==> config.mk <==
export PLATFORM = sky130hd
export DESIGN_NAME = ica_ctrl
export DESIGN_NICKNAME = d
export VERILOG_FILES = /design/src/imu_complementary_attitude_core_defines.svh /design/src/ica_pkg.sv /design/src/ica_ctrl.sv
export SDC_FILE = /design/constraint.sdc
export NUM_CORES = 1
export LEC_CHECK = 0
export ABC_AREA = 1
export BUFFER_PORTS_ARGS = -buffer_cell sky130_fd_sc_hd__buf_2
export CORE_ASPECT_RATIO = 1.1
export CORE_UTILIZATION = 47
export DETAILED_ROUTE_END_ITERATION = 10
export GPL_TIMING_DRIVEN = 0
export PLACE_DENSITY = 0.76
export SYNTH_ARGS = -nofsm -noshare
export SYNTH_HDL_FRONTEND = slang
export SYNTH_SLANG_ARGS = --single-unit
==> constraint.sdc <==
create_clock -name clk -period 1.5 [get_ports clk]
set_input_delay 0.3 -clock clk [delete_from_list [all_inputs] [get_ports clk]]
set_output_delay 0.3 -clock clk [all_outputs]
set_load 0.05 [all_outputs]
==> src/imu_complementary_attitude_core_defines.svh <==
`ifndef IMU_COMPLEMENTARY_ATTITUDE_CORE_DEFINES_SVH
`define IMU_COMPLEMENTARY_ATTITUDE_CORE_DEFINES_SVH

// same-cycle implication checked on every rising edge outside reset
`define ICA_ASSERT_NOW(label, ante, cons) \
    label: assert property (@(posedge clk) disable iff (!rst_n) (ante) |-> (cons)) \
        else $error("ica check failed");

// next-cycle implication checked on every rising edge outside reset
`define ICA_ASSERT_NEXT(label, ante, cons) \
    label: assert property (@(posedge clk) disable iff (!rst_n) (ante) |=> (cons)) \
        else $error("ica check failed");

`endif

==> src/ica_pkg.sv <==
`default_nettype none

package ica_pkg;

    localparam int SMP_W      = 16;
    localparam int GAIN_W     = 24;
    localparam int WEIGHT_W   = 17;
    localparam int MAG_W      = 17;
    localparam int CFG_IDX_W  = 4;
    localparam int CFG_DATA_W = 24;
    localparam int ATAN_DEPTH = 24;
    localparam int STEP_IDX_W = 5;
    localparam int CRD_W      = 27;
    localparam int ANG_W      = 32;
    localparam int PROD_W     = 41;

    // register indexes of the configuration port
    localparam logic [CFG_IDX_W-1:0] REG_GYRO_GAIN      = 4'd0;
    localparam logic [CFG_IDX_W-1:0] REG_BLEND_WEIGHT   = 4'd1;
    localparam logic [CFG_IDX_W-1:0] REG_MAGNITUDE_LOW  = 4'd2;
    localparam logic [CFG_IDX_W-1:0] REG_MAGNITUDE_HIGH = 4'd3;

    localparam logic [GAIN_W-1:0]   GYRO_GAIN_RST      = 24'd180224;
    localparam logic [WEIGHT_W-1:0] BLEND_WEIGHT_RST   = 17'd64225;
    localparam logic [MAG_W-1:0]    MAGNITUDE_LOW_RST  = 17'd8192;
    localparam logic [MAG_W-1:0]    MAGNITUDE_HIGH_RST = 17'd32768;

    // multiplier operand selection
    localparam logic [1:0] MUL_RATE_X = 2'd0;
    localparam logic [1:0] MUL_RATE_Y = 2'd1;
    localparam logic [1:0] MUL_WEIGHT = 2'd2;
    localparam logic [1:0] MUL_COMP   = 2'd3;

    localparam logic [WEIGHT_W-1:0]     WEIGHT_ONE = 17'd65536;
    localparam logic signed [ANG_W-1:0] HALF_TURN  = 32'sd754974720;

    typedef struct packed {
        logic signed [SMP_W-1:0] accel_x;
        logic signed [SMP_W-1:0] accel_y;
        logic signed [SMP_W-1:0] accel_z;
        logic signed [SMP_W-1:0] rate_x;
        logic signed [SMP_W-1:0] rate_y;
    } sample_t;

    typedef struct packed {
        logic                  load;
        logic                  mul_en;
        logic [1:0]            mul_sel;
        logic                  axis;
        logic                  pitch_gyro;
        logic                  roll_gyro;
        logic                  cordic_init;
        logic                  cordic_step;
        logic [STEP_IDX_W-1:0] step_idx;
        logic                  tilt_save;
        logic                  bacc_load;
        logic                  blend_save;
        logic                  commit;
    } ctrl_cmd_t;

    typedef struct packed {
        logic gate;
    } dp_status_t;

    function automatic logic [MAG_W-1:0] abs17(input logic signed [SMP_W-1:0] v);
        logic signed [MAG_W-1:0] e;
        e = {v[SMP_W-1], v};
        return e[MAG_W-1] ? MAG_W'(-e) : MAG_W'(e);
    endfunction

    function automatic logic signed [SMP_W-1:0] sat16(input logic signed [25:0] v);
        logic signed [SMP_W-1:0] r;
        if (v > 26'sd32767)
            r = 16'sh7fff;
        else if (v < -26'sd32768)
            r = 16'sh8000;
        else
            r = v[SMP_W-1:0];
        return r;
    endfunction

    // arctangent of 2^-i in degrees * 2^22
    function automatic logic signed [ANG_W-1:0] atan_entry(input logic [STEP_IDX_W-1:0] i);
        logic signed [ANG_W-1:0] r;
        case (i)
            5'd0:    r = 32'sd188743680;
            5'd1:    r = 32'sd111421900;
            5'd2:    r = 32'sd58872272;
            5'd3:    r = 32'sd29884485;
            5'd4:    r = 32'sd15000234;
            5'd5:    r = 32'sd7507429;
            5'd6:    r = 32'sd3754631;
            5'd7:    r = 32'sd1877430;
            5'd8:    r = 32'sd938729;
            5'd9:    r = 32'sd469366;
            5'd10:   r = 32'sd234683;
            5'd11:   r = 32'sd117342;
            5'd12:   r = 32'sd58671;
            5'd13:   r = 32'sd29335;
            5'd14:   r = 32'sd14668;
            5'd15:   r = 32'sd7334;
            5'd16:   r = 32'sd3667;
            5'd17:   r = 32'sd1833;
            5'd18:   r = 32'sd917;
            5'd19:   r = 32'sd458;
            5'd20:   r = 32'sd229;
            5'd21:   r = 32'sd115;
            5'd22:   r = 32'sd57;
            5'd23:   r = 32'sd29;
            default: r = 32'sd0;
        endcase
        return r;
    endfunction

endpackage

`default_nettype wire

==> src/ica_ctrl.sv <==
`default_nettype none

module ica_ctrl import ica_pkg::*;
#(
    parameter int N_STEPS = 16
)
(
    input  wire logic       clk,
    input  wire logic       rst_n,
    input  wire logic       in_valid,
    output logic            in_ready,
    output logic            out_valid,
    input  wire logic       out_ready,
    input  wire dp_status_t status,
    output ctrl_cmd_t       cmd
);

    localparam logic [3:0] S_IDLE  = 4'd0;
    localparam logic [3:0] S_GX    = 4'd1;
    localparam logic [3:0] S_GY    = 4'd2;
    localparam logic [3:0] S_RG    = 4'd3;
    localparam logic [3:0] S_CINIT = 4'd4;
    localparam logic [3:0] S_CITER = 4'd5;
    localparam logic [3:0] S_CFIN  = 4'd6;
    localparam logic [3:0] S_B1    = 4'd7;
    localparam logic [3:0] S_B2    = 4'd8;
    localparam logic [3:0] S_B3    = 4'd9;
    localparam logic [3:0] S_OUT   = 4'd10;

    localparam logic [STEP_IDX_W-1:0] LAST_STEP = STEP_IDX_W'(N_STEPS - 1);

    logic [3:0]            state_reg, state_next;
    logic                  axis_reg, axis_next;
    logic [STEP_IDX_W-1:0] cnt_reg, cnt_next;
    logic                  out_valid_reg, out_valid_next;
    logic                  out_free;

    assign out_free  = !out_valid_reg || out_ready;
    assign in_ready  = (state_reg == S_IDLE);
    assign out_valid = out_valid_reg;

    always_comb
    begin
        state_next     = state_reg;
        axis_next      = axis_reg;
        cnt_next       = cnt_reg;
        out_valid_next = out_valid_reg && !out_ready;
        cmd            = '0;
        cmd.axis       = axis_reg;
        cmd.step_idx   = cnt_reg;
        cmd.mul_sel    = MUL_RATE_X;

        unique case (state_reg)
            S_IDLE:
            begin
                if (in_valid)
                begin
                    cmd.load   = 1'b1;
                    state_next = S_GX;
                end
            end
            S_GX:
            begin
                cmd.mul_en  = 1'b1;
                cmd.mul_sel = MUL_RATE_X;
                state_next  = S_GY;
            end
            S_GY:
            begin
                cmd.mul_en     = 1'b1;
                cmd.mul_sel    = MUL_RATE_Y;
                cmd.pitch_gyro = 1'b1;
                state_next     = S_RG;
            end
            S_RG:
            begin
                cmd.roll_gyro = 1'b1;
                axis_next     = 1'b0;
                state_next    = status.gate ? S_CINIT : S_OUT;
            end
            S_CINIT:
            begin
                cmd.cordic_init = 1'b1;
                cnt_next        = '0;
                state_next      = S_CITER;
            end
            S_CITER:
            begin
                cmd.cordic_step = 1'b1;
                cnt_next        = cnt_reg + 1'b1;
                if (cnt_reg == LAST_STEP)
                    state_next = S_CFIN;
            end
            S_CFIN:
            begin
                cmd.tilt_save = 1'b1;
                axis_next     = !axis_reg;
                state_next    = axis_reg ? S_B1 : S_CINIT;
            end
            S_B1:
            begin
                cmd.mul_en  = 1'b1;
                cmd.mul_sel = MUL_WEIGHT;
                state_next  = S_B2;
            end
            S_B2:
            begin
                cmd.mul_en    = 1'b1;
                cmd.mul_sel   = MUL_COMP;
                cmd.bacc_load = 1'b1;
                state_next    = S_B3;
            end
            S_B3:
            begin
                cmd.blend_save = 1'b1;
                axis_next      = !axis_reg;
                state_next     = axis_reg ? S_OUT : S_B1;
            end
            S_OUT:
            begin
                // wait for the result register to drain before overwriting
                if (out_free)
                begin
                    cmd.commit     = 1'b1;
                    out_valid_next = 1'b1;
                    state_next     = S_IDLE;
                end
            end
            default:
            begin
                state_next = S_IDLE;
            end
        endcase
    end

    always_ff @(posedge clk or negedge rst_n)
    begin
        if (!rst_n)
        begin
            state_reg     <= S_IDLE;
            axis_reg      <= 1'b0;
            cnt_reg       <= '0;
            out_valid_reg <= 1'b0;
        end
        else
        begin
            state_reg     <= state_next;
            axis_reg      <= axis_next;
            cnt_reg       <= cnt_next;
            out_valid_reg <= out_valid_next;
        end
    end

endmodule

`default_nettype wire

==> results_dict.tcl <==
set metrics [dict create \
    dp_hpwl_mm 1.27 \
    path_cells "inv_2, nor2_4, nand2_4, clkinvlp_4, a21oi_4, nand3_2, buf_8" \
    synth_top_family_by_area "simple AND/OR/NAND/NOR gates" \
    dp_cells 146 \
    grt_start_max_net_pins 12 \
    vias 888 \
    start_kind "register" \
    powerDensity_nw_per_um2 2590 \
    synth_seq_area_share_pct 39.2 \
    synth.area.mux_share_pct 0 \
    grt_pass1_vias 780 \
    root_buffer "clkbuf_4" \
    syn_area_um2 702 \
    arrival_ns 1.51 \
    min_path_type "input pin to register" \
    finalHoldViolCount 0 \
    slew_violations 0 \
    p_total_uw 3210 \
    ant_nets 0 \
    synth-xor-area-share_pct 1.25 \
    antenna_found_initial 0 \
    fmax_ghz 0.552 \
    synth_compound_area_share_pct 8.02 \
    area.sequential_um2 283 \
    dieArea_um2 1650 \
    coreArea_um2 1380 \
    via_per_inst 5.22 \
    critPathMaxStageDelay_ns 0.45 \
    final.setup.worst_slack_ns -0.311 \
    synthToLayoutAreaGrowth_pct 76.3 \
    drive_above_1_share_pct 52.6 \
    gp_congestion 0.864 \
    crit_type "register to output port" \
    track_usage_pct 31.0 \
    finalSetupViolCount 14 \
    ios 25 \
    worst_pin_slew_ns 0.289 \
    dp_slack_ns -0.0975 \
    first_iter_violations 35 \
    wire_per_inst_um 15.0 \
    yosysUniqueCellTypes 19 \
    clk_pin_slew_ns 0.09 \
    finalWirelength_mm 2.56 \
    slew_headroom_pct 80.7 \
    synthCells 106 \
    crit_required_ns 1.20 \
    nets 162 \
    outcome "finished, violations left" \
    dr.pass1.iters 4 \
    clock-sinks 11 \
    synth_fa_ha_area_share_pct 3.57 \
    largest_reg_flops 5 \
    cts_tree "built" \
    initial_utilization_pct 50.7 \
    yosys.area_share.simple_pct 34.6 \
    fin_crit_sh_pct 121 \
    syn_avg_cell_area_um2 6.62 \
    fp.dieH_um 42.5 \
    drc_errors 0 \
    leakage_uw 0.000694 \
    n_fill_cell 56 \
    multi_input_area_um2 433 \
    overflow 0 \
    cts_made_buffers 3 \
    finClkSkew_ns 0.00486 \
    end_kind "output port" \
    diodes 0 \
    ir_worst_vdd_uv 2000 \
    syn_nets 113 \
    crit_fanout 4 \
    die_width_um 38.8 \
    yosysWarnings 0 \
    final_cells 170 \
    cts_max_path_buffers 2 \
    period_needed_ns 1.81 \
    rows 14 \
    drv_cap 0 \
    grt_pass1_wl_mm 3.59 \
    violations "setup timing" \
    portBuffers 24 \
    worst_path_max_delay_cell "dfrtp_2" \
    rsz0062_at_grt "true" \
    htree_levels 1 \
    ys_ff_latch 11 \
    clkLatencyLatePin_ns 0.27 \
]
[area by class of cell]
type / count / area share (%)
Tap cell: 16 / 1.62
Timing Repair Buffer: 44 / 30.4
Inverter: 23 / 7.28
Multi-Input combinational cell: 71 / 35.0
Sequential cell: 11 / 22.9
Buffer: 1 / 0.607
Clock inverter: 1 / 0.404
Clock buffer: 3 / 1.82
[stage by stage]
stage | utilization (%) | area [um2] | setup TNS, ns | hold WS (ns)
floorplan | - | 748 | -0.276 | 0.00441
global placement | 64.2 | 888 | -0.354 | 0.180
detailed placement | 64.2 | 888 | -0.424 | 0.187
CTS | 84.2 | 1160 | -1.68 | 0.271
global route | 89.4 | 1240 | -3.30 | 0.302
finish | 89.4 | 1240 | -2.81 | 0.299
[cells in the final DEF (no fill, tap or decap), types with 3 or more instances in the layout]
cell type  instances
nor2_1             8
nor2_4             7
nand2_4            3
clkbuf_4           3
nand2_1           28
dfrtp_2            6
nand3_1            5
inv_1             14
buf_4             22
buf_2             11
dfrtp_1            5
buf_6              3
nor2_2             3
inv_2              8
buf_8              8
[power by group]
group	switching [uW]	internal [uW]	total, uW
clock network	119	98.4	217
registers	157	404	562
logic	1500	928	2430
[synth_stat cells]
cell type  instances  area [um2]
a21oi_1            2        10.0
o22ai_1            2        12.5
o21ai_1            1        5.00
nor2_2             2        12.5
inv_1             23        86.3
o211ai_1           1        7.51
ha_1               2        25.0
o21ai_0            1        5.00
o31ai_1            1        7.51
nand3_1            6        30.0
nand4_1            1        6.26
nand2_1           32         120
buf_4              1        7.51
a22o_1             1        8.76
nand3b_1           1        7.51
nand2_2            1        6.26
dfrtp_1           11         275
nor2_1            16        60.1
xor2_1             1        8.76
[worst paths after layout]
kind / end / slack [ns] / start / cells after the start
worst max-delay path: cmd[16] / -0.31 / state_reg[3]$_DFFE_PN0P_ / 7
worst min-delay path: state_reg[2]$_DFFE_PN0P_ / 0.30 / status / 3
worst max register to register: state_reg[1]$_DFFE_PN0P_ / -0.11 / state_reg[3]$_DFFE_PN0P_ / 11
worst min register to register: out_valid$_DFF_PN0_ / 0.56 / out_valid$_DFF_PN0_ / 2
max in group asynchronous: state_reg[1]$_DFFE_PN0P_ / 0.85 / rst_n / 2
min in group asynchronous: axis_reg$_DFFE_PN0P_ / 0.42 / rst_n / 2
[kinds of logic after synthesis]
group                    Yosys count
flip-flops                        11
AND/OR/NAND/NOR                   59
buffers and inverters             24
AO/OA/AOI/OAI                      9
XOR/XNOR                           1
adder cells (fa/ha/maj)            2
[per-layer routing]
metal	track usage [%]	wire length, um	share of wire, %	up-vias
met5	0	0	0	-
met4	9.66	62	2.4	0
met3	5.32	180	7.0	8
met2	49.3	1350	53	46
met1	41.7	963	38	417
li1	-	-	-	417
[worst max-delay path: cells and delay by family, from the launching register on]
family | cells | cell delay (ns)
compound gates | 1 | 0.17
buf+inv | 3 | 0.36
flops | 1 | 0.45
simple gates | 3 | 0.26
[what timing repair did]
action | CTS | global route
hold buffers | 1 | 0
resized for setup | 56 | 3
buffers inserted | 11 | 9
endpoints found under the setup margin | 13 | 14
endpoints found under the hold margin | 11 | 0
pin swaps | 9 | 7
Power figures use the tool's default switching activity.
