`src/imu_complementary_attitude_core_defines.svh`:
```
`ifndef IMU_COMPLEMENTARY_ATTITUDE_CORE_DEFINES_SVH
`define IMU_COMPLEMENTARY_ATTITUDE_CORE_DEFINES_SVH

// same-cycle implication checked on every rising edge outside reset
`define ICA_ASSERT_NOW(label, ante, cons) \
    label: assert property (@(posedge clk) disable iff (!rst_n) (ante) |-> (cons)) \
        else $error("ica check failed");

// next-cycle implication checked on every rising edge outside reset
`define ICA_ASSERT_NEXT(label, ante, cons) \
    label: assert property (@(posedge clk) disable iff (!rst_n) (ante) |=> (cons)) \
        else $error("ica check failed");

`endif

```
`src/ica_pkg.sv`:
```
`default_nettype none

package ica_pkg;

    localparam int SMP_W      = 16;
    localparam int GAIN_W     = 24;
    localparam int WEIGHT_W   = 17;
    localparam int MAG_W      = 17;
    localparam int CFG_IDX_W  = 4;
    localparam int CFG_DATA_W = 24;
    localparam int ATAN_DEPTH = 24;
    localparam int STEP_IDX_W = 5;
    localparam int CRD_W      = 27;
    localparam int ANG_W      = 32;
    localparam int PROD_W     = 41;

    // register indexes of the configuration port
    localparam logic [CFG_IDX_W-1:0] REG_GYRO_GAIN      = 4'd0;
    localparam logic [CFG_IDX_W-1:0] REG_BLEND_WEIGHT   = 4'd1;
    localparam logic [CFG_IDX_W-1:0] REG_MAGNITUDE_LOW  = 4'd2;
    localparam logic [CFG_IDX_W-1:0] REG_MAGNITUDE_HIGH = 4'd3;

    localparam logic [GAIN_W-1:0]   GYRO_GAIN_RST      = 24'd180224;
    localparam logic [WEIGHT_W-1:0] BLEND_WEIGHT_RST   = 17'd64225;
    localparam logic [MAG_W-1:0]    MAGNITUDE_LOW_RST  = 17'd8192;
    localparam logic [MAG_W-1:0]    MAGNITUDE_HIGH_RST = 17'd32768;

    // multiplier operand selection
    localparam logic [1:0] MUL_RATE_X = 2'd0;
    localparam logic [1:0] MUL_RATE_Y = 2'd1;
    localparam logic [1:0] MUL_WEIGHT = 2'd2;
    localparam logic [1:0] MUL_COMP   = 2'd3;

    localparam logic [WEIGHT_W-1:0]     WEIGHT_ONE = 17'd65536;
    localparam logic signed [ANG_W-1:0] HALF_TURN  = 32'sd754974720;

    typedef struct packed {
        logic signed [SMP_W-1:0] accel_x;
        logic signed [SMP_W-1:0] accel_y;
        logic signed [SMP_W-1:0] accel_z;
        logic signed [SMP_W-1:0] rate_x;
        logic signed [SMP_W-1:0] rate_y;
    } sample_t;

    typedef struct packed {
        logic                  load;
        logic                  mul_en;
        logic [1:0]            mul_sel;
        logic                  axis;
        logic                  pitch_gyro;
        logic                  roll_gyro;
        logic                  cordic_init;
        logic                  cordic_step;
        logic [STEP_IDX_W-1:0] step_idx;
        logic                  tilt_save;
        logic                  bacc_load;
        logic                  blend_save;
        logic                  commit;
    } ctrl_cmd_t;

    typedef struct packed {
        logic gate;
    } dp_status_t;

    function automatic logic [MAG_W-1:0] abs17(input logic signed [SMP_W-1:0] v);
        logic signed [MAG_W-1:0] e;
        e = {v[SMP_W-1], v};
        return e[MAG_W-1] ? MAG_W'(-e) : MAG_W'(e);
    endfunction

    function automatic logic signed [SMP_W-1:0] sat16(input logic signed [25:0] v);
        logic signed [SMP_W-1:0] r;
        if (v > 26'sd32767)
            r = 16'sh7fff;
        else if (v < -26'sd32768)
            r = 16'sh8000;
        else
            r = v[SMP_W-1:0];
        return r;
    endfunction

    // arctangent of 2^-i in degrees * 2^22
    function automatic logic signed [ANG_W-1:0] atan_entry(input logic [STEP_IDX_W-1:0] i);
        logic signed [ANG_W-1:0] r;
        case (i)
            5'd0:    r = 32'sd188743680;
            5'd1:    r = 32'sd111421900;
            5'd2:    r = 32'sd58872272;
            5'd3:    r = 32'sd29884485;
            5'd4:    r = 32'sd15000234;
            5'd5:    r = 32'sd7507429;
            5'd6:    r = 32'sd3754631;
            5'd7:    r = 32'sd1877430;
            5'd8:    r = 32'sd938729;
            5'd9:    r = 32'sd469366;
            5'd10:   r = 32'sd234683;
            5'd11:   r = 32'sd117342;
            5'd12:   r = 32'sd58671;
            5'd13:   r = 32'sd29335;
            5'd14:   r = 32'sd14668;
            5'd15:   r = 32'sd7334;
            5'd16:   r = 32'sd3667;
            5'd17:   r = 32'sd1833;
            5'd18:   r = 32'sd917;
            5'd19:   r = 32'sd458;
            5'd20:   r = 32'sd229;
            5'd21:   r = 32'sd115;
            5'd22:   r = 32'sd57;
            5'd23:   r = 32'sd29;
            default: r = 32'sd0;
        endcase
        return r;
    endfunction

endpackage

`default_nettype wire

```
`src/ica_datapath.sv`:
```
`default_nettype none

module ica_datapath import ica_pkg::*;
(
    input  wire logic                    clk,
    input  wire logic                    rst_n,
    input  wire ctrl_cmd_t               cmd,
    output dp_status_t                   status,
    input  wire sample_t                 sample,
    input  wire logic                    cfg_we,
    input  wire logic [CFG_IDX_W-1:0]    cfg_index,
    input  wire logic [CFG_DATA_W-1:0]   cfg_data,
    output logic signed [SMP_W-1:0]      pitch_out,
    output logic signed [SMP_W-1:0]      roll_out,
    output logic                         accel_blended
);

    logic [GAIN_W-1:0]   gyro_gain_reg;
    logic [WEIGHT_W-1:0] blend_weight_reg;
    logic [MAG_W-1:0]    mag_low_reg;
    logic [MAG_W-1:0]    mag_high_reg;

    sample_t             smp_reg;
    logic                gate_reg;
    logic [MAG_W:0]      mag;
    logic                gate;

    logic signed [24:0]       mul_a;
    logic signed [SMP_W-1:0]  mul_b;
    logic signed [PROD_W-1:0] mul_p;
    logic signed [PROD_W-1:0] prod_reg;
    logic signed [PROD_W-1:0] bacc_reg;
    logic [WEIGHT_W-1:0]      w_eff;
    logic [WEIGHT_W-1:0]      w_comp;

    logic signed [PROD_W-1:0] gyro_rnd;
    logic signed [16:0]       gstep;
    logic signed [17:0]       pitch_sum;
    logic signed [17:0]       roll_diff;

    logic signed [SMP_W-1:0]  pint_reg;
    logic signed [SMP_W-1:0]  rint_reg;
    logic signed [SMP_W-1:0]  tilt_p_reg;
    logic signed [SMP_W-1:0]  tilt_r_reg;
    logic signed [SMP_W-1:0]  pitch_angle_reg;
    logic signed [SMP_W-1:0]  roll_angle_reg;
    logic                     blended_reg;

    logic signed [CRD_W-1:0]  cx_reg;
    logic signed [CRD_W-1:0]  cy_reg;
    logic signed [ANG_W-1:0]  cz_reg;
    logic                     czero_reg;

    logic signed [SMP_W-1:0]  y_in;
    logic signed [SMP_W:0]    x_ext;
    logic signed [SMP_W:0]    y_ext;
    logic signed [SMP_W:0]    x_rot;
    logic signed [SMP_W:0]    y_rot;
    logic signed [ANG_W-1:0]  z_rot;
    logic signed [CRD_W-1:0]  dx;
    logic signed [CRD_W-1:0]  dy;
    logic signed [ANG_W-1:0]  step_ang;
    logic signed [ANG_W-1:0]  z_rnd;
    logic signed [SMP_W-1:0]  tilt_val;

    logic signed [PROD_W:0]   bsum;
    logic signed [SMP_W-1:0]  blend_val;

    always_ff @(posedge clk or negedge rst_n)
    begin
        if (!rst_n)
        begin
            gyro_gain_reg    <= GYRO_GAIN_RST;
            blend_weight_reg <= BLEND_WEIGHT_RST;
            mag_low_reg      <= MAGNITUDE_LOW_RST;
            mag_high_reg     <= MAGNITUDE_HIGH_RST;
        end
        else if (cfg_we)
        begin
            unique case (cfg_index)
                REG_GYRO_GAIN:      gyro_gain_reg    <= cfg_data[GAIN_W-1:0];
                REG_BLEND_WEIGHT:   blend_weight_reg <= cfg_data[WEIGHT_W-1:0];
                REG_MAGNITUDE_LOW:  mag_low_reg      <= cfg_data[MAG_W-1:0];
                REG_MAGNITUDE_HIGH: mag_high_reg     <= cfg_data[MAG_W-1:0];
                default:            ;
            endcase
        end
    end

    // accelerometer magnitude gate, open interval
    always_comb
    begin
        mag  = (MAG_W+1)'(abs17(sample.accel_x)) + (MAG_W+1)'(abs17(sample.accel_y))
             + (MAG_W+1)'(abs17(sample.accel_z));
        gate = (mag > {1'b0, mag_low_reg}) && (mag < {1'b0, mag_high_reg});
    end

    always_ff @(posedge clk)
    begin
        if (cmd.load)
        begin
            smp_reg  <= sample;
            gate_reg <= gate;
        end
    end

    assign status.gate = gate_reg;

    // shared multiplier
    always_comb
    begin
        w_eff  = (blend_weight_reg > WEIGHT_ONE) ? WEIGHT_ONE : blend_weight_reg;
        w_comp = WEIGHT_ONE - w_eff;
        case (cmd.mul_sel)
            MUL_RATE_X:
            begin
                mul_a = {1'b0, gyro_gain_reg};
                mul_b = smp_reg.rate_x;
            end
            MUL_RATE_Y:
            begin
                mul_a = {1'b0, gyro_gain_reg};
                mul_b = smp_reg.rate_y;
            end
            MUL_WEIGHT:
            begin
                mul_a = {8'd0, w_eff};
                mul_b = cmd.axis ? rint_reg : pint_reg;
            end
            default:
            begin
                mul_a = {8'd0, w_comp};
                mul_b = cmd.axis ? tilt_r_reg : tilt_p_reg;
            end
        endcase
        mul_p = mul_a * mul_b;
    end

    always_ff @(posedge clk)
    begin
        if (cmd.mul_en)
            prod_reg <= mul_p;
        if (cmd.bacc_load)
            bacc_reg <= prod_reg;
    end

    // gyro increment rounded to nearest, then saturating integrate
    always_comb
    begin
        gyro_rnd  = prod_reg + PROD_W'(64'sd8388608);
        gstep     = gyro_rnd[PROD_W-1:24];
        pitch_sum = {{2{pitch_angle_reg[SMP_W-1]}}, pitch_angle_reg} + {gstep[16], gstep};
        roll_diff = {{2{roll_angle_reg[SMP_W-1]}}, roll_angle_reg} - {gstep[16], gstep};
    end

    // cordic pre-rotation into the right half plane
    always_comb
    begin
        y_in  = cmd.axis ? smp_reg.accel_x : smp_reg.accel_y;
        x_ext = {smp_reg.accel_z[SMP_W-1], smp_reg.accel_z};
        y_ext = {y_in[SMP_W-1], y_in};
        if (x_ext[SMP_W])
        begin
            x_rot = -x_ext;
            y_rot = -y_ext;
            z_rot = y_in[SMP_W-1] ? -HALF_TURN : HALF_TURN;
        end
        else
        begin
            x_rot = x_ext;
            y_rot = y_ext;
            z_rot = '0;
        end
        dx       = cy_reg >>> cmd.step_idx;
        dy       = cx_reg >>> cmd.step_idx;
        step_ang = atan_entry(cmd.step_idx);
        z_rnd    = cz_reg + 32'sd32768;
        tilt_val = czero_reg ? 16'sd0 : z_rnd[ANG_W-1:16];
    end

    always_ff @(posedge clk)
    begin
        if (cmd.cordic_init)
        begin
            cx_reg    <= {{2{x_rot[SMP_W]}}, x_rot, 8'h00};
            cy_reg    <= {{2{y_rot[SMP_W]}}, y_rot, 8'h00};
            cz_reg    <= z_rot;
            czero_reg <= (x_ext == '0) && (y_ext == '0);
        end
        else if (cmd.cordic_step)
        begin
            if (cy_reg > 27'sd0)
            begin
                cx_reg <= cx_reg + dx;
                cy_reg <= cy_reg - dy;
                cz_reg <= cz_reg + step_ang;
            end
            else
            begin
                cx_reg <= cx_reg - dx;
                cy_reg <= cy_reg + dy;
                cz_reg <= cz_reg - step_ang;
            end
        end
        if (cmd.tilt_save)
        begin
            if (cmd.axis)
                tilt_r_reg <= tilt_val;
            else
                tilt_p_reg <= tilt_val;
        end
    end

    // weighted sum of integrated and tilt angle, rounded
    always_comb
    begin
        bsum      = (PROD_W+1)'(bacc_reg) + (PROD_W+1)'(prod_reg) + (PROD_W+1)'(64'sd32768);
        blend_val = sat16(bsum[PROD_W:16]);
    end

    always_ff @(posedge clk)
    begin
        if (cmd.pitch_gyro)
            pint_reg <= sat16(26'(pitch_sum));
        if (cmd.roll_gyro)
            rint_reg <= sat16(26'(roll_diff));
        if (cmd.blend_save)
        begin
            if (cmd.axis)
                rint_reg <= blend_val;
            else
                pint_reg <= blend_val;
        end
    end

    always_ff @(posedge clk or negedge rst_n)
    begin
        if (!rst_n)
        begin
            pitch_angle_reg <= '0;
            roll_angle_reg  <= '0;
            blended_reg     <= 1'b0;
        end
        else if (cmd.commit)
        begin
            pitch_angle_reg <= pint_reg;
            roll_angle_reg  <= rint_reg;
            blended_reg     <= gate_reg;
        end
    end

    assign pitch_out     = pitch_angle_reg;
    assign roll_out      = roll_angle_reg;
    assign accel_blended = blended_reg;

endmodule

`default_nettype wire

```
`config.mk`:
```
export PLATFORM = sky130hd
export DESIGN_NAME = ica_datapath
export DESIGN_NICKNAME = d
export VERILOG_FILES = /design/src/imu_complementary_attitude_core_defines.svh /design/src/ica_pkg.sv /design/src/ica_datapath.sv
export SDC_FILE = /design/constraint.sdc
export NUM_CORES = 2
export LEC_CHECK = 0
export ABC_AREA = 1
export BUFFER_PORTS_ARGS = -buffer_cell sky130_fd_sc_hd__buf_2
export CELL_PAD_IN_SITES_DETAIL_PLACEMENT = 1
export CELL_PAD_IN_SITES_GLOBAL_PLACEMENT = 1
export CORE_MARGIN = 8
export CORE_UTILIZATION = 40
export DETAILED_ROUTE_END_ITERATION = 6
export PLACE_DENSITY_LB_ADDON = 0.08
export SYNTH_ARGS = -nofsm -noshare
export SYNTH_HDL_FRONTEND = slang
export SYNTH_SLANG_ARGS = --single-unit
```
`constraint.sdc`:
```
create_clock -name clk -period 9.83 [get_ports clk]
set_clock_uncertainty 0.05 [all_clocks]
set_input_delay 0 -clock clk [delete_from_list [all_inputs] [get_ports clk]]
set_output_delay 0 -clock clk [all_outputs]
set_load 0.05 [all_outputs]
```
==> metrics.cfg <==
[finish]
largest_reg_flops = 80
syn2layout_area_growth_pct = 11.6
fillers = 14727
fin_util_pct = 45.0
num-nets-final = 7518
drive_gt1_share_pct = 6.61

[worst_hold_path]
hold_start = cmd[2]
holdPathStages = 1
hold_path_end = bacc_reg[40]
min_path_type = primary input to flip-flop

[yosys]
yosysSeqAreaShare_pct = 24.5
synth.top_cell.area_share_pct = 16.8
ys_ff_latch = 422
ys_warn_count = 0
ys_async_sr_fraction_pct = 25.6
ys_top_cells_by_area = edfxtp_1 17%, fa_1 14%, nand2_1 13%, ha_1 11%, inv_1 7.7%
synthFlopType = edfxtp_1
synth_area_um2 = 47600
synth_edf_count = 266
synth_cell_types = 71
syn_area_per_cell_um2 = 7.40
synthCells = 6433
synth_area_leader_cell = edfxtp_1

[sta]
rsz0062_at_grt = false
period_share_pct = 89.8
relSlewSlack_pct = 17.9
fmax_ghz = 0.113
slew_violations = 0
finalCriticalPeriod_ns = 8.83
hold_viol_final = 0
timing.final.ws_setup_ns = 1.00
setup_violations = 0
tightest_slew_ns = 1.22
tns_ns = 0
holdWs_ns = 0.0134

[routing]
drt_iter0_drc = 2892
top_layer = met4
viasPerCell = 5.45
wl_per_cell_um = 22.0
routed_wl_um = 181000
drtPass1Iterations = 5
routed-wl-met3_um = 11000
route.met2.wl_um = 79000
drc = 0
ant_nets = 0
num_vias = 44889
drt-met1-wl_um = 86400

[die]
die_h_um = 361
num_io_pins = 163
die_x_um = 361
coreArea_um2 = 118000
start_util_pct = 40.3
die_area_um2 = 130000
rows = 126

[worst_setup_path]
cpPeakStageDelay_ns = 0.60
crit_type = flip-flop to flip-flop
regToRegStartpoint = blend_weight_reg[2]
end_kind = flip-flop
path_max_fanout = 23
r2r.worst_path.cells = 35
crit_arrival_ns = 9.16
cpMostUsedCell = nand2_1
worstSetupStartpointType = flip-flop
cp.required_ns = 10.16
rrSetupSlack_ns = 1.0
cp_slowest_cell = fa_1
rr_endpoint = prod_reg[40]

[grt]
antenna_found_initial = 7
grt_max_degree = 66
grt.overflow.total = 0
grt_pass1_wl_um = 280000
grt_usage_pct = 27.3
first_global_vias = 46635

[placement]
gp_congestion = 0.919
pre_cts_ws_ns = 1.05
port_buffers = 162
post-dp-hpwl_um = 145000

[status]
status = finished clean

[clock_tree]
tritoncts = done
ctsRootBufferMaster = clkbuf_16
cts.reportedPaths.clkPinSlew_ns = 0.06
clk_latency_ns = 0.67
clkSinkCount = 422
post_cts_buffers = 0
numCtsBuffers = 55
h-tree-depth = 2
cts_resized = 0
cts_buffer_depth = 3

[job]
drv_cap = 0

metrics by stage:
step / cells / instance area [um^2]
final: 8244 / 53100
after global routing: 8244 / 53100
after CTS: 8241 / 53100
after detailed placement: 8005 / 49900
after global placement: 8005 / 49900
after floorplan: 6435 / 47600
worst max-delay path: cells and delay by family, from the launching register on:
kind            cells  cell delay, ns
xor+xnor            1            0.15
simple gates       18            2.91
flops               1            0.40
buf+inv             4            0.26
fa+ha+maj           8            3.84
compound gates      4            0.94
layout by cell type, fill, tap and decap left out, types with 39 or more instances in the layout:
master / instances
xnor2_1: 88
nand3_1: 477
nand2_1: 1585
a21oi_1: 364
clkbuf_16: 60
nor2_1: 615
ha_1: 401
nor3_1: 66
nand4_1: 45
buf_4: 46
xor2_1: 159
edfxtp_1: 266
dfxtp_1: 48
dfrtp_1: 93
fa_1: 329
inv_1: 971
a31oi_1: 39
buf_2: 160
dlygate4sd3_1: 131
o21ai_0: 322
worst max path at each step:
stage | slack [ns] | start | to
6_report | 1.0 | blend_weight_reg[2] | prod_reg[40]
5_1_grt | 0.27 | blend_weight_reg[2] | prod_reg[40]
4_1_cts | 1.05 | blend_weight_reg[2] | prod_reg[40]
3_5_place_dp | 1.05 | cmd[15] | prod_reg[35]
3_3_place_gp | 1.05 | cmd[15] | prod_reg[30]
2_1_floorplan | 2.52 | blend_weight_reg[2] | prod_reg[28]
cell type report:
type / count / area (um^2) / area share (%)
multi-input cells: 4833 / 31300 / 59.0
flip-flops and latches: 422 / 11700 / 22.0
inverters: 1007 / 3780 / 7.13
repair buffers: 340 / 2520 / 4.74
well taps: 1536 / 1920 / 3.62
clock buffers: 78 / 1660 / 3.12
clock inverters: 26 / 215 / 0.405
diodes: 2 / 5.00 / 0.00942
synthesized netlist by cell type, types with 13 or more instances:
master    instances
o211ai_1         25
nor4_1           15
a31oi_1          39
nand2_2          22
o22ai_1          18
o21ai_0         322
fa_1            329
o21a_1           27
nor2_1          617
ha_1            401
o21bai_1         37
edfxtp_1        266
nand2_1        1586
dfstp_2          15
clkbuf_1         84
dfxtp_1          48
buf_2            50
nand4_1          45
nor3_1           66
xnor2_1          88
buf_1            16
o21ai_1          19
mux2_2           25
dfrtp_1          93
buf_4            13
nand3_1         477
or2_2            14
inv_1           972
inv_2            21
a21oi_1         365
xor2_1          159
metal layers:
layer | GRT usage [%] | vias to the layer above
met5 | 0 | -
met4 | 6.75 | 0
met3 | 4.16 | 240
met2 | 42.9 | 1101
met1 | 39.3 | 22306
li1 | - | 21242
kinds of logic after synthesis:
group,Yosys count,share of synthesized area (%)
AO/OA/AOI/OAI,934,11.0
AND/OR/NAND/NOR,2893,25.2
adder cells (fa/ha/maj),730,24.4
flip-flops,422,24.5
buffers and inverters,1180,9.71
multiplexers,26,0.613
other,1,0.00788
XOR/XNOR,247,4.55
repair_timing:
action,in CTS,in global routing
setup endpoints to repair,0,0
hold buffers,132,0
endpoints found under the hold margin,335,0
Power is left out: the tool's default activity adds up to more than one toggle a clock period on the data nets, which glitch-free logic cannot reach.
